<file path="config.mk">
export PLATFORM = sky130hd
export DESIGN_NAME = png_container_parser_core
export DESIGN_NICKNAME = d
export VERILOG_FILES = /design/src/sv/pngcp_pkg.sv /design/src/sv/png_container_parser_core.sv
export SDC_FILE = /design/constraint.sdc
export NUM_CORES = 1
export LEC_CHECK = 0
export BUFFER_PORTS_ARGS = -buffer_cell sky130_fd_sc_hd__buf_2
export CAP_MARGIN = 20
export CORE_ASPECT_RATIO = 0.9
export CORE_MARGIN = 1
export CORE_UTILIZATION = 63
export DETAILED_ROUTE_END_ITERATION = 10
export GPL_TIMING_DRIVEN = 0
export PLACE_DENSITY = 0.84
export SYNTH_ARGS = -nofsm -noshare
export SYNTH_HDL_FRONTEND = slang
export SYNTH_SLANG_ARGS = --single-unit
</file>
<file path="constraint.sdc">
create_clock -name clk_i -period 4.42 [get_ports clk_i]
set_input_delay 0.884 -clock clk_i [delete_from_list [all_inputs] [get_ports clk_i]]
set_output_delay 0.884 -clock clk_i [all_outputs]
set_load 0.005 [all_outputs]
</file>
<file path="src/sv/pngcp_pkg.sv">
// Shared constants, codes and helper functions for the PNG container parser.
package pngcp_pkg;

  localparam logic [31:0] CrcInit = 32'hFFFF_FFFF;
  localparam logic [31:0] CrcPoly = 32'hEDB8_8320;

  // Result kinds
  localparam logic [1:0] KIND_NONE    = 2'd0;
  localparam logic [1:0] KIND_PAYLOAD = 2'd1;
  localparam logic [1:0] KIND_DONE    = 2'd2;
  localparam logic [1:0] KIND_ERROR   = 2'd3;

  // Error codes, lower code wins among header faults
  localparam logic [3:0] ERR_NONE      = 4'd0;
  localparam logic [3:0] ERR_EARLY_END = 4'd1;
  localparam logic [3:0] ERR_SIG       = 4'd2;
  localparam logic [3:0] ERR_NOT_IHDR  = 4'd3;
  localparam logic [3:0] ERR_IHDR_LEN  = 4'd4;
  localparam logic [3:0] ERR_IHDR_CRC  = 4'd5;
  localparam logic [3:0] ERR_METHODS   = 4'd6;
  localparam logic [3:0] ERR_DEPTH     = 4'd7;
  localparam logic [3:0] ERR_COLOUR    = 4'd8;
  localparam logic [3:0] ERR_NOT_IDAT  = 4'd9;
  localparam logic [3:0] ERR_IDAT_CRC  = 4'd10;
  localparam logic [3:0] ERR_IEND      = 4'd11;

  localparam logic [7:0] SIG_BYTES [8] = '{8'h89, 8'h50, 8'h4E, 8'h47,
                                           8'h0D, 8'h0A, 8'h1A, 8'h0A};
  localparam logic [7:0] IHDR_LEN_BYTES  [4] = '{8'h00, 8'h00, 8'h00, 8'd13};
  localparam logic [7:0] IHDR_TYPE_BYTES [4] = '{8'h49, 8'h48, 8'h44, 8'h52};
  localparam logic [7:0] IDAT_TYPE_BYTES [4] = '{8'h49, 8'h44, 8'h41, 8'h54};
  localparam logic [7:0] IEND_TRAILER [12] = '{8'h00, 8'h00, 8'h00, 8'h00,
                                               8'h49, 8'h45, 8'h4E, 8'h44,
                                               8'hAE, 8'h42, 8'h60, 8'h82};

  localparam logic [7:0] DepthNarrow = 8'd8;
  localparam logic [7:0] DepthWide   = 8'd16;

  // Reflected CRC-32, one byte per call
  function automatic logic [31:0] crc_byte(input logic [31:0] crc, input logic [7:0] b);
    logic [31:0] c;
    c = crc ^ {24'd0, b};
    for (int i = 0; i < 8; i++) begin
      c = (c >> 1) ^ (CrcPoly & {32{c[0]}});
    end
    return c;
  endfunction

  function automatic logic [2:0] channels_of(input logic [7:0] colour);
    logic [2:0] n;
    case (colour)
      8'd0:    n = 3'd1;
      8'd4:    n = 3'd2;
      8'd2:    n = 3'd3;
      8'd6:    n = 3'd4;
      default: n = 3'd0;
    endcase
    return n;
  endfunction

  // Keep the lowest nonzero fault code
  function automatic logic [3:0] merge_fault(input logic [3:0] pend, input logic [3:0] code);
    logic [3:0] r;
    r = pend;
    if (pend == ERR_NONE || code < pend) begin
      r = code;
    end
    return r;
  endfunction

endpackage

</file>
<file path="src/sv/png_container_parser_core.sv">
// Byte-serial PNG container checker that streams out the IDAT payload.
//
// Input stream: one word per file byte on s_axis (tdata = byte, tlast marks
// the final byte of the file). Output stream: exactly one word per input
// word on m_axis; tuser carries the kind (nothing, payload byte, file
// accepted, error) and tdata the payload byte, IHDR values and error code.
// The block checks the signature and IHDR (reported on the 33rd byte),
// forwards IDAT payload bytes as they arrive, checks the IDAT CRC-32 and
// requires an exact IEND chunk as the last bytes of the file.
// The result of a byte sits in the output register on the cycle after the
// byte is taken. One byte per cycle while the receiver takes results, set
// by the byte-wide CRC-32 update between the input and the result register.
// Payload leaves before the IDAT CRC is confirmed; downstream drops it when
// the file ends in an error. After an error on a byte that is not the last,
// later bytes give kind nothing until a byte marked last.
// Reset (rst_ni low) empties the output register and starts at the
// signature. When the receiver stalls, the result waits in the output
// register and s_axis_tready_o drops until it is taken; a result taken in
// the same cycle frees the register for the next byte.
module png_container_parser_core (
  input  logic        clk_i,
  input  logic        rst_ni,
  input  logic        s_axis_tvalid_i,
  output logic        s_axis_tready_o,
  input  logic [7:0]  s_axis_tdata_i,   // [7:0] data_byte
  input  logic        s_axis_tlast_i,   // last_byte
  output logic        m_axis_tvalid_o,
  input  logic        m_axis_tready_i,
  // [7:0] payload_byte, [39:8] image_width, [71:40] image_height,
  // [74:72] channel_count, [75] wide_samples, [79:76] error_code
  output logic [79:0] m_axis_tdata_o,
  output logic [1:0]  m_axis_tuser_o    // [1:0] kind
);

  typedef enum logic [2:0] {
    PH_HEAD,
    PH_IDLEN,
    PH_IDTYPE,
    PH_IDDATA,
    PH_IDCRC,
    PH_IEND,
    PH_DRAIN
  } phase_e;

  phase_e      phase_q, phase_d;
  logic [31:0] bc_q, bc_d;
  logic [31:0] crc_q, crc_d;
  logic [31:0] width_q, width_d;
  logic [31:0] height_q, height_d;
  logic        wide_q, wide_d;
  logic [2:0]  chan_q, chan_d;
  logic [31:0] plen_q, plen_d;
  logic [31:0] rcrc_q, rcrc_d;
  logic [3:0]  pend_q, pend_d;

  logic        out_valid_q;
  logic [79:0] out_data_q, out_data_d;
  logic [1:0]  out_kind_q, out_kind_d;

  logic        in_acc;
  logic [7:0]  b;
  logic        last;
  logic [31:0] bc_inc;
  logic        known;
  logic        finished;
  logic [7:0]  pay;
  logic [3:0]  err;

  // Take a new byte whenever the output register is empty or being drained
  assign s_axis_tready_o = !out_valid_q || m_axis_tready_i;
  assign in_acc          = s_axis_tvalid_i && s_axis_tready_o;
  assign b               = s_axis_tdata_i;
  assign last            = s_axis_tlast_i;
  assign bc_inc          = bc_q + 32'd1;

  assign m_axis_tvalid_o = out_valid_q;
  assign m_axis_tdata_o  = out_data_q;
  assign m_axis_tuser_o  = out_kind_q;

  always_comb begin
    phase_d    = phase_q;
    bc_d       = bc_q;
    crc_d      = crc_q;
    width_d    = width_q;
    height_d   = height_q;
    wide_d     = wide_q;
    chan_d     = chan_q;
    plen_d     = plen_q;
    rcrc_d     = rcrc_q;
    pend_d     = pend_q;
    out_kind_d = pngcp_pkg::KIND_NONE;
    pay        = 8'd0;
    err        = pngcp_pkg::ERR_NONE;
    finished   = 1'b0;
    known      = (phase_q == PH_IDLEN) || (phase_q == PH_IDTYPE) ||
                 (phase_q == PH_IDDATA) || (phase_q == PH_IDCRC) ||
                 (phase_q == PH_IEND);

    case (phase_q)
      PH_HEAD: begin
        if (bc_q < 32'd8) begin
          if (b != pngcp_pkg::SIG_BYTES[bc_q[2:0]])
            pend_d = pngcp_pkg::merge_fault(pend_d, pngcp_pkg::ERR_SIG);
        end else if (bc_q < 32'd12) begin
          if (b != pngcp_pkg::IHDR_LEN_BYTES[bc_q[1:0]])
            pend_d = pngcp_pkg::merge_fault(pend_d, pngcp_pkg::ERR_IHDR_LEN);
        end else if (bc_q < 32'd16) begin
          if (b != pngcp_pkg::IHDR_TYPE_BYTES[bc_q[1:0]])
            pend_d = pngcp_pkg::merge_fault(pend_d, pngcp_pkg::ERR_NOT_IHDR);
        end else if (bc_q < 32'd20) begin
          width_d = {width_q[23:0], b};
        end else if (bc_q < 32'd24) begin
          height_d = {height_q[23:0], b};
        end else if (bc_q == 32'd24) begin
          wide_d = (b == pngcp_pkg::DepthWide);
          if (b != pngcp_pkg::DepthNarrow && b != pngcp_pkg::DepthWide)
            pend_d = pngcp_pkg::merge_fault(pend_d, pngcp_pkg::ERR_DEPTH);
        end else if (bc_q == 32'd25) begin
          chan_d = pngcp_pkg::channels_of(b);
          if (pngcp_pkg::channels_of(b) == 3'd0)
            pend_d = pngcp_pkg::merge_fault(pend_d, pngcp_pkg::ERR_COLOUR);
        end else if (bc_q < 32'd29) begin
          if (b != 8'd0)
            pend_d = pngcp_pkg::merge_fault(pend_d, pngcp_pkg::ERR_METHODS);
        end else begin
          rcrc_d = {rcrc_q[23:0], b};
        end
        // CRC covers chunk type and the 13 data bytes
        if (bc_q >= 32'd12 && bc_q <= 32'd28) crc_d = pngcp_pkg::crc_byte(crc_q, b);
        if (bc_q >= 32'd32) begin
          if ((crc_q ^ pngcp_pkg::CrcInit) != rcrc_d)
            pend_d = pngcp_pkg::merge_fault(pend_d, pngcp_pkg::ERR_IHDR_CRC);
          if (pend_d != pngcp_pkg::ERR_NONE) begin
            out_kind_d = pngcp_pkg::KIND_ERROR;
            err        = pend_d;
            finished   = 1'b1;
          end else if (last) begin
            out_kind_d = pngcp_pkg::KIND_ERROR;
            err        = pngcp_pkg::ERR_EARLY_END;
            finished   = 1'b1;
          end else begin
            known   = 1'b1;
            phase_d = PH_IDLEN;
            bc_d    = 32'd0;
            crc_d   = pngcp_pkg::CrcInit;
            rcrc_d  = 32'd0;
            plen_d  = 32'd0;
          end
        end else if (last) begin
          out_kind_d = pngcp_pkg::KIND_ERROR;
          err        = pngcp_pkg::ERR_EARLY_END;
          finished   = 1'b1;
        end else begin
          bc_d = bc_inc;
        end
      end
      PH_IDLEN: begin
        plen_d = {plen_q[23:0], b};
        if (last) begin
          out_kind_d = pngcp_pkg::KIND_ERROR;
          err        = pngcp_pkg::ERR_EARLY_END;
          finished   = 1'b1;
        end else if (bc_q >= 32'd3) begin
          phase_d = PH_IDTYPE;
          bc_d    = 32'd0;
          crc_d   = pngcp_pkg::CrcInit;
        end else begin
          bc_d = bc_inc;
        end
      end
      PH_IDTYPE: begin
        crc_d = pngcp_pkg::crc_byte(crc_q, b);
        if (b != pngcp_pkg::IDAT_TYPE_BYTES[bc_q[1:0]])
          pend_d = pngcp_pkg::merge_fault(pend_d, pngcp_pkg::ERR_NOT_IDAT);
        if (bc_q >= 32'd3) begin
          if (pend_d != pngcp_pkg::ERR_NONE) begin
            out_kind_d = pngcp_pkg::KIND_ERROR;
            err        = pend_d;
            finished   = 1'b1;
          end else if (last) begin
            out_kind_d = pngcp_pkg::KIND_ERROR;
            err        = pngcp_pkg::ERR_EARLY_END;
            finished   = 1'b1;
          end else begin
            phase_d = (plen_q == 32'd0) ? PH_IDCRC : PH_IDDATA;
            bc_d    = 32'd0;
          end
        end else if (last) begin
          out_kind_d = pngcp_pkg::KIND_ERROR;
          err        = pngcp_pkg::ERR_EARLY_END;
          finished   = 1'b1;
        end else begin
          bc_d = bc_inc;
        end
      end
      PH_IDDATA: begin
        crc_d = pngcp_pkg::crc_byte(crc_q, b);
        if (last) begin
          out_kind_d = pngcp_pkg::KIND_ERROR;
          err        = pngcp_pkg::ERR_EARLY_END;
          finished   = 1'b1;
        end else begin
          out_kind_d = pngcp_pkg::KIND_PAYLOAD;
          pay        = b;
          bc_d       = bc_inc;
          if (bc_inc == plen_q) begin
            phase_d = PH_IDCRC;
            bc_d    = 32'd0;
          end
        end
      end
      PH_IDCRC: begin
        rcrc_d = {rcrc_q[23:0], b};
        if (bc_q >= 32'd3) begin
          if ((crc_q ^ pngcp_pkg::CrcInit) != rcrc_d) begin
            out_kind_d = pngcp_pkg::KIND_ERROR;
            err        = pngcp_pkg::ERR_IDAT_CRC;
            finished   = 1'b1;
          end else if (last) begin
            out_kind_d = pngcp_pkg::KIND_ERROR;
            err        = pngcp_pkg::ERR_IEND;
            finished   = 1'b1;
          end else begin
            phase_d = PH_IEND;
            bc_d    = 32'd0;
          end
        end else if (last) begin
          out_kind_d = pngcp_pkg::KIND_ERROR;
          err        = pngcp_pkg::ERR_EARLY_END;
          finished   = 1'b1;
        end else begin
          bc_d = bc_inc;
        end
      end
      PH_IEND: begin
        if (bc_q > 32'd11 || b != pngcp_pkg::IEND_TRAILER[bc_q[3:0]])
          pend_d = pngcp_pkg::merge_fault(pend_d, pngcp_pkg::ERR_IEND);
        if (bc_q >= 32'd11) begin
          finished = 1'b1;
          if (pend_d != pngcp_pkg::ERR_NONE || !last) begin
            out_kind_d = pngcp_pkg::KIND_ERROR;
            err        = pngcp_pkg::ERR_IEND;
          end else begin
            out_kind_d = pngcp_pkg::KIND_DONE;
          end
        end else if (last) begin
          out_kind_d = pngcp_pkg::KIND_ERROR;
          err        = pngcp_pkg::ERR_IEND;
          finished   = 1'b1;
        end else begin
          bc_d = bc_inc;
        end
      end
      default: begin
        // Drain: swallow bytes until the end of the file
        if (last) finished = 1'b1;
      end
    endcase

    // Result word is built from the updated header values
    out_data_d = {err,
                  known ? wide_d : 1'b0,
                  known ? chan_d : 3'd0,
                  known ? height_d : 32'd0,
                  known ? width_d : 32'd0,
                  pay};

    // End of a file restarts at the signature, an early error drains
    if (finished) begin
      if (last) begin
        phase_d  = PH_HEAD;
        bc_d     = 32'd0;
        crc_d    = pngcp_pkg::CrcInit;
        width_d  = 32'd0;
        height_d = 32'd0;
        wide_d   = 1'b0;
        chan_d   = 3'd0;
        plen_d   = 32'd0;
        rcrc_d   = 32'd0;
        pend_d   = pngcp_pkg::ERR_NONE;
      end else begin
        phase_d = PH_DRAIN;
      end
    end
  end

  always_ff @(posedge clk_i or negedge rst_ni) begin
    if (!rst_ni) begin
      phase_q     <= PH_HEAD;
      bc_q        <= 32'd0;
      crc_q       <= pngcp_pkg::CrcInit;
      width_q     <= 32'd0;
      height_q    <= 32'd0;
      wide_q      <= 1'b0;
      chan_q      <= 3'd0;
      plen_q      <= 32'd0;
      rcrc_q      <= 32'd0;
      pend_q      <= pngcp_pkg::ERR_NONE;
      out_valid_q <= 1'b0;
      out_kind_q  <= pngcp_pkg::KIND_NONE;
      out_data_q  <= '0;
    end else if (in_acc) begin
      phase_q     <= phase_d;
      bc_q        <= bc_d;
      crc_q       <= crc_d;
      width_q     <= width_d;
      height_q    <= height_d;
      wide_q      <= wide_d;
      chan_q      <= chan_d;
      plen_q      <= plen_d;
      rcrc_q      <= rcrc_d;
      pend_q      <= pend_d;
      out_valid_q <= 1'b1;
      out_kind_q  <= out_kind_d;
      out_data_q  <= out_data_d;
    end else if (m_axis_tready_i) begin
      out_valid_q <= 1'b0;
    end
  end

endmodule
</file>
==> run metrics <==
Synth area leaders=dfrtp_1, nand2_1, dfstp_2; Wirelength per Cell=25.3 um; Worst Reg2Reg Path Length in Cells=14; final WL=70800 um; Crit Path Class=flop to flop; Hold/Removal Path Class=input port to async pin; Tcrit/Tclk final=102%; Core Region=29900 um2; Overall Power=0.0139 W; 1st-iter DRT viols=3001; max-slew violations=0; Std-Cell Rows=60; Crit Path Max Fanout=10; # setup viols final=22; maximum VDD drop=0.731 mV; Seq/Total Area, Yosys=37.6%; Final ANT Viol Nets=0; reg-to-reg startpoint=bc_q[0]$_DFFE_PN0P_; Static Leak=9.31 nW; initial core utilization=64.1%; Post-synth ARST share=100%; Reg2Reg Setup Slack=-0.08 ns; final design utilization=72.3%; Final nets=2388; # H-tree levels=2; Vias=19962; synthesized instance count=2226; Syn Area/Cell=8.60 um2; DRT Pass-1 Iters=8; Tot GR Track Use=45.1%; area delta synth->final=12.8%; Area after DPL=20200 um2; initial antenna violation count=2; largest net degree at the start of global routing=123; synthesized cell area=19200 um2; hold_ws=0.261 ns; Die Wd=186 um; Post-synth EDFFs=0; Mapped Nets=2247; crit path launch type=flop; layout cells sized above 1=14.0%; IO Count=97; Max Cap Viol=0; post-route cell area=21600 um2; Ys Warns=0; violated checks=setup timing; register area=7200 um2; clk sinks=286; clock-pin slew of the registers on the worst-case setup and hold paths=0.06 ns; Distinct cells, synth=88; Yosys top cell by area=dfrtp_1; CP Capture Type=flop; clk_lat worst skew=0.54 ns; Chip Height=167 um; CP required=4.83 ns; first-pass GRT wire length=107000 um; CTS Buf Count=34; GRT overflow=0; DR vias/cell=7.15; vias in the first global route=18579; clk_skew=0.0190 ns; clk root buf=clkbuf_16; CP arrival=4.91 ns; crit path time final=4.50 ns; routability cong.=1.02; Port Buffer Count=94; FF+latch count, synth=286; R2R Path End=phase_q[2]$_DFFE_PN0P_; Top FF cell, synth=dfrtp_1; Die ar.=31100 um2; maximum clock rate=222 MHz; HPWL after DPL=49700 um; PD cells=645 nW/um2; Post-Place Worst Slack=-1.31 ns; # DRC=0; CTS tree=built; top cell type's share of synthesized area=33.2%; Worst-Margin Slew=1.09 ns; final setup margin=-0.0797 ns; CTS max path bufs=3; outcome=finished, violations left; Multi-input gate area=11000 um2; fillcell total=2226; Final Hold Fails=0; Slew headroom=27.0%
-- metrics by stage --
| step | setup TNS [ns] | cells |
|---|---|---|
| 2_1_floorplan | 0 | 2226 |
| 3_3_place_gp | -841.43 | 2723 |
| 3_5_place_dp | -151.21 | 2727 |
| 4_1_cts | 0 | 2789 |
| 5_1_grt | -0.105 | 2792 |
| 6_report | -0.664 | 2793 |
-- kinds of logic (layout without fill, tap and decap cells) --
logic type,after synthesis,after routing,share of synthesized area [%]
muxes,66,66,3.48
buffers and inverters,242,405,5.62
other,0,1,0
AOI/OAI and AO/OA,709,709,25.0
DFF,286,286,37.6
adders and majority gates,8,8,0.523
and+or+nand+nor,776,776,21.5
xor gates and xnor gates,139,139,6.36
-- state kept, by name, summed over array words and instances, names as in the netlist, 2 cells and up --
signal	flops
m_axis_tdata_o	80
bc_q	32
crc_q	32
height_q	32
plen_q	32
rcrc_q	32
width_q	32
pend_q	4
chan_q	3
phase_q	3
m_axis_tuser_o	2
-- worst max path at each step --
stage	start	end	slack (ns)	cells after the start
global route	bc_q[0]$_DFFE_PN0P_	phase_q[1]$_DFFE_PN0P_	-0.02	14
finish	bc_q[0]$_DFFE_PN0P_	phase_q[2]$_DFFE_PN0P_	-0.08	14
CTS	bc_q[0]$_DFFE_PN0P_	plen_q[30]$_DFFE_PN0P_	0.03	17
detailed placement	s_axis_tdata_i[3]	bc_q[27]$_DFFE_PN0P_	-1.31	17
global placement	rst_ni	plen_q[21]$_DFFE_PN0P_	-2.61	1
floorplan	s_axis_tdata_i[3]	phase_q[1]$_DFFE_PN0P_	0.37	16
-- power breakdown --
group          total (W)  internal (W)  switching [W]  leakage, nW
clock network    0.00276       0.00158        0.00118        0.526
registers        0.00366       0.00312       0.000542         3.80
logic            0.00750       0.00267        0.00484         4.98
-- critical path: stages (launching register included) --
cell,delay (ns)
dfrtp_2,0.43
buf_6,0.19
clkinvlp_4,0.14
ha_2,0.25
nand4b_1,0.25
o41ai_1,0.60
a211oi_1,0.17
a211oi_1,0.36
a31oi_1,0.24
o211ai_1,0.36
nand4b_4,0.27
buf_2,0.31
a21oi_1,0.12
o2bb2ai_1,0.30
mux2_2,0.38
-- cell usage in the layout, fill, tap and decap left out, drive strengths merged, types with 15 or more instances in the layout --
cell    Yosys  final
a211oi     21     21
a21oi      81     81
a22o       80     80
a22oi      70     70
a31oi      18     18
and2       15     15
and3       15     15
buf        86    192
clkbuf    120    166
dfrtp     254    254
dfstp      32     32
inv        35     34
mux2i      62     62
nand2     236    236
nand3      67     67
nand4      33     33
nand4b     49     49
nor2      146    146
nor2b      61     61
nor3       44     44
nor4       37     37
o211ai     24     24
o21a       20     20
o21ai     219    219
o22ai      41     41
o31ai      20     20
xnor2      84     84
xor2       55     55
-- timing repair --
action | in CTS | in global routing
buffers inserted | 5 | 5
hold buffers | 0 | 0
endpoints found under the setup margin | 209 | 100
gates resized for setup | 34 | 23
pin swaps | 4 | 8
gates cloned | 1 | 0
-- Yosys cell counts, types with 48 or more instances --
library cell  count
xor2_1           55
xnor2_1          84
nand3_1          65
nand4b_1         48
o21ai_0         164
nor2_1          146
a22o_1           80
mux2i_1          62
o21ai_1          55
nand2_1         236
a22oi_1          70
dfrtp_1         254
clkbuf_1        120
nor2b_1          61
a21oi_1          81
-- cell type report --
class	count	area share, %
Multi-Input combinational cell	1698	51.1
Sequential cell	286	33.3
Clock buffer	48	4.61
Buffer	202	4.50
Timing Repair Buffer	109	3.05
Tap cell	403	2.33
Inverter	36	0.643
Clock inverter	10	0.377
Antenna cell	1	0.0116
-- metal layers --
metal,share of wire (%),up-vias,track usage (%)
met5,0.024,-,0
met4,4.3,2,19.7
met3,14,263,11.3
met2,42,1562,64.7
met1,40,9624,64.2
li1,-,8511,-
(Power assumes the default switching activity.)
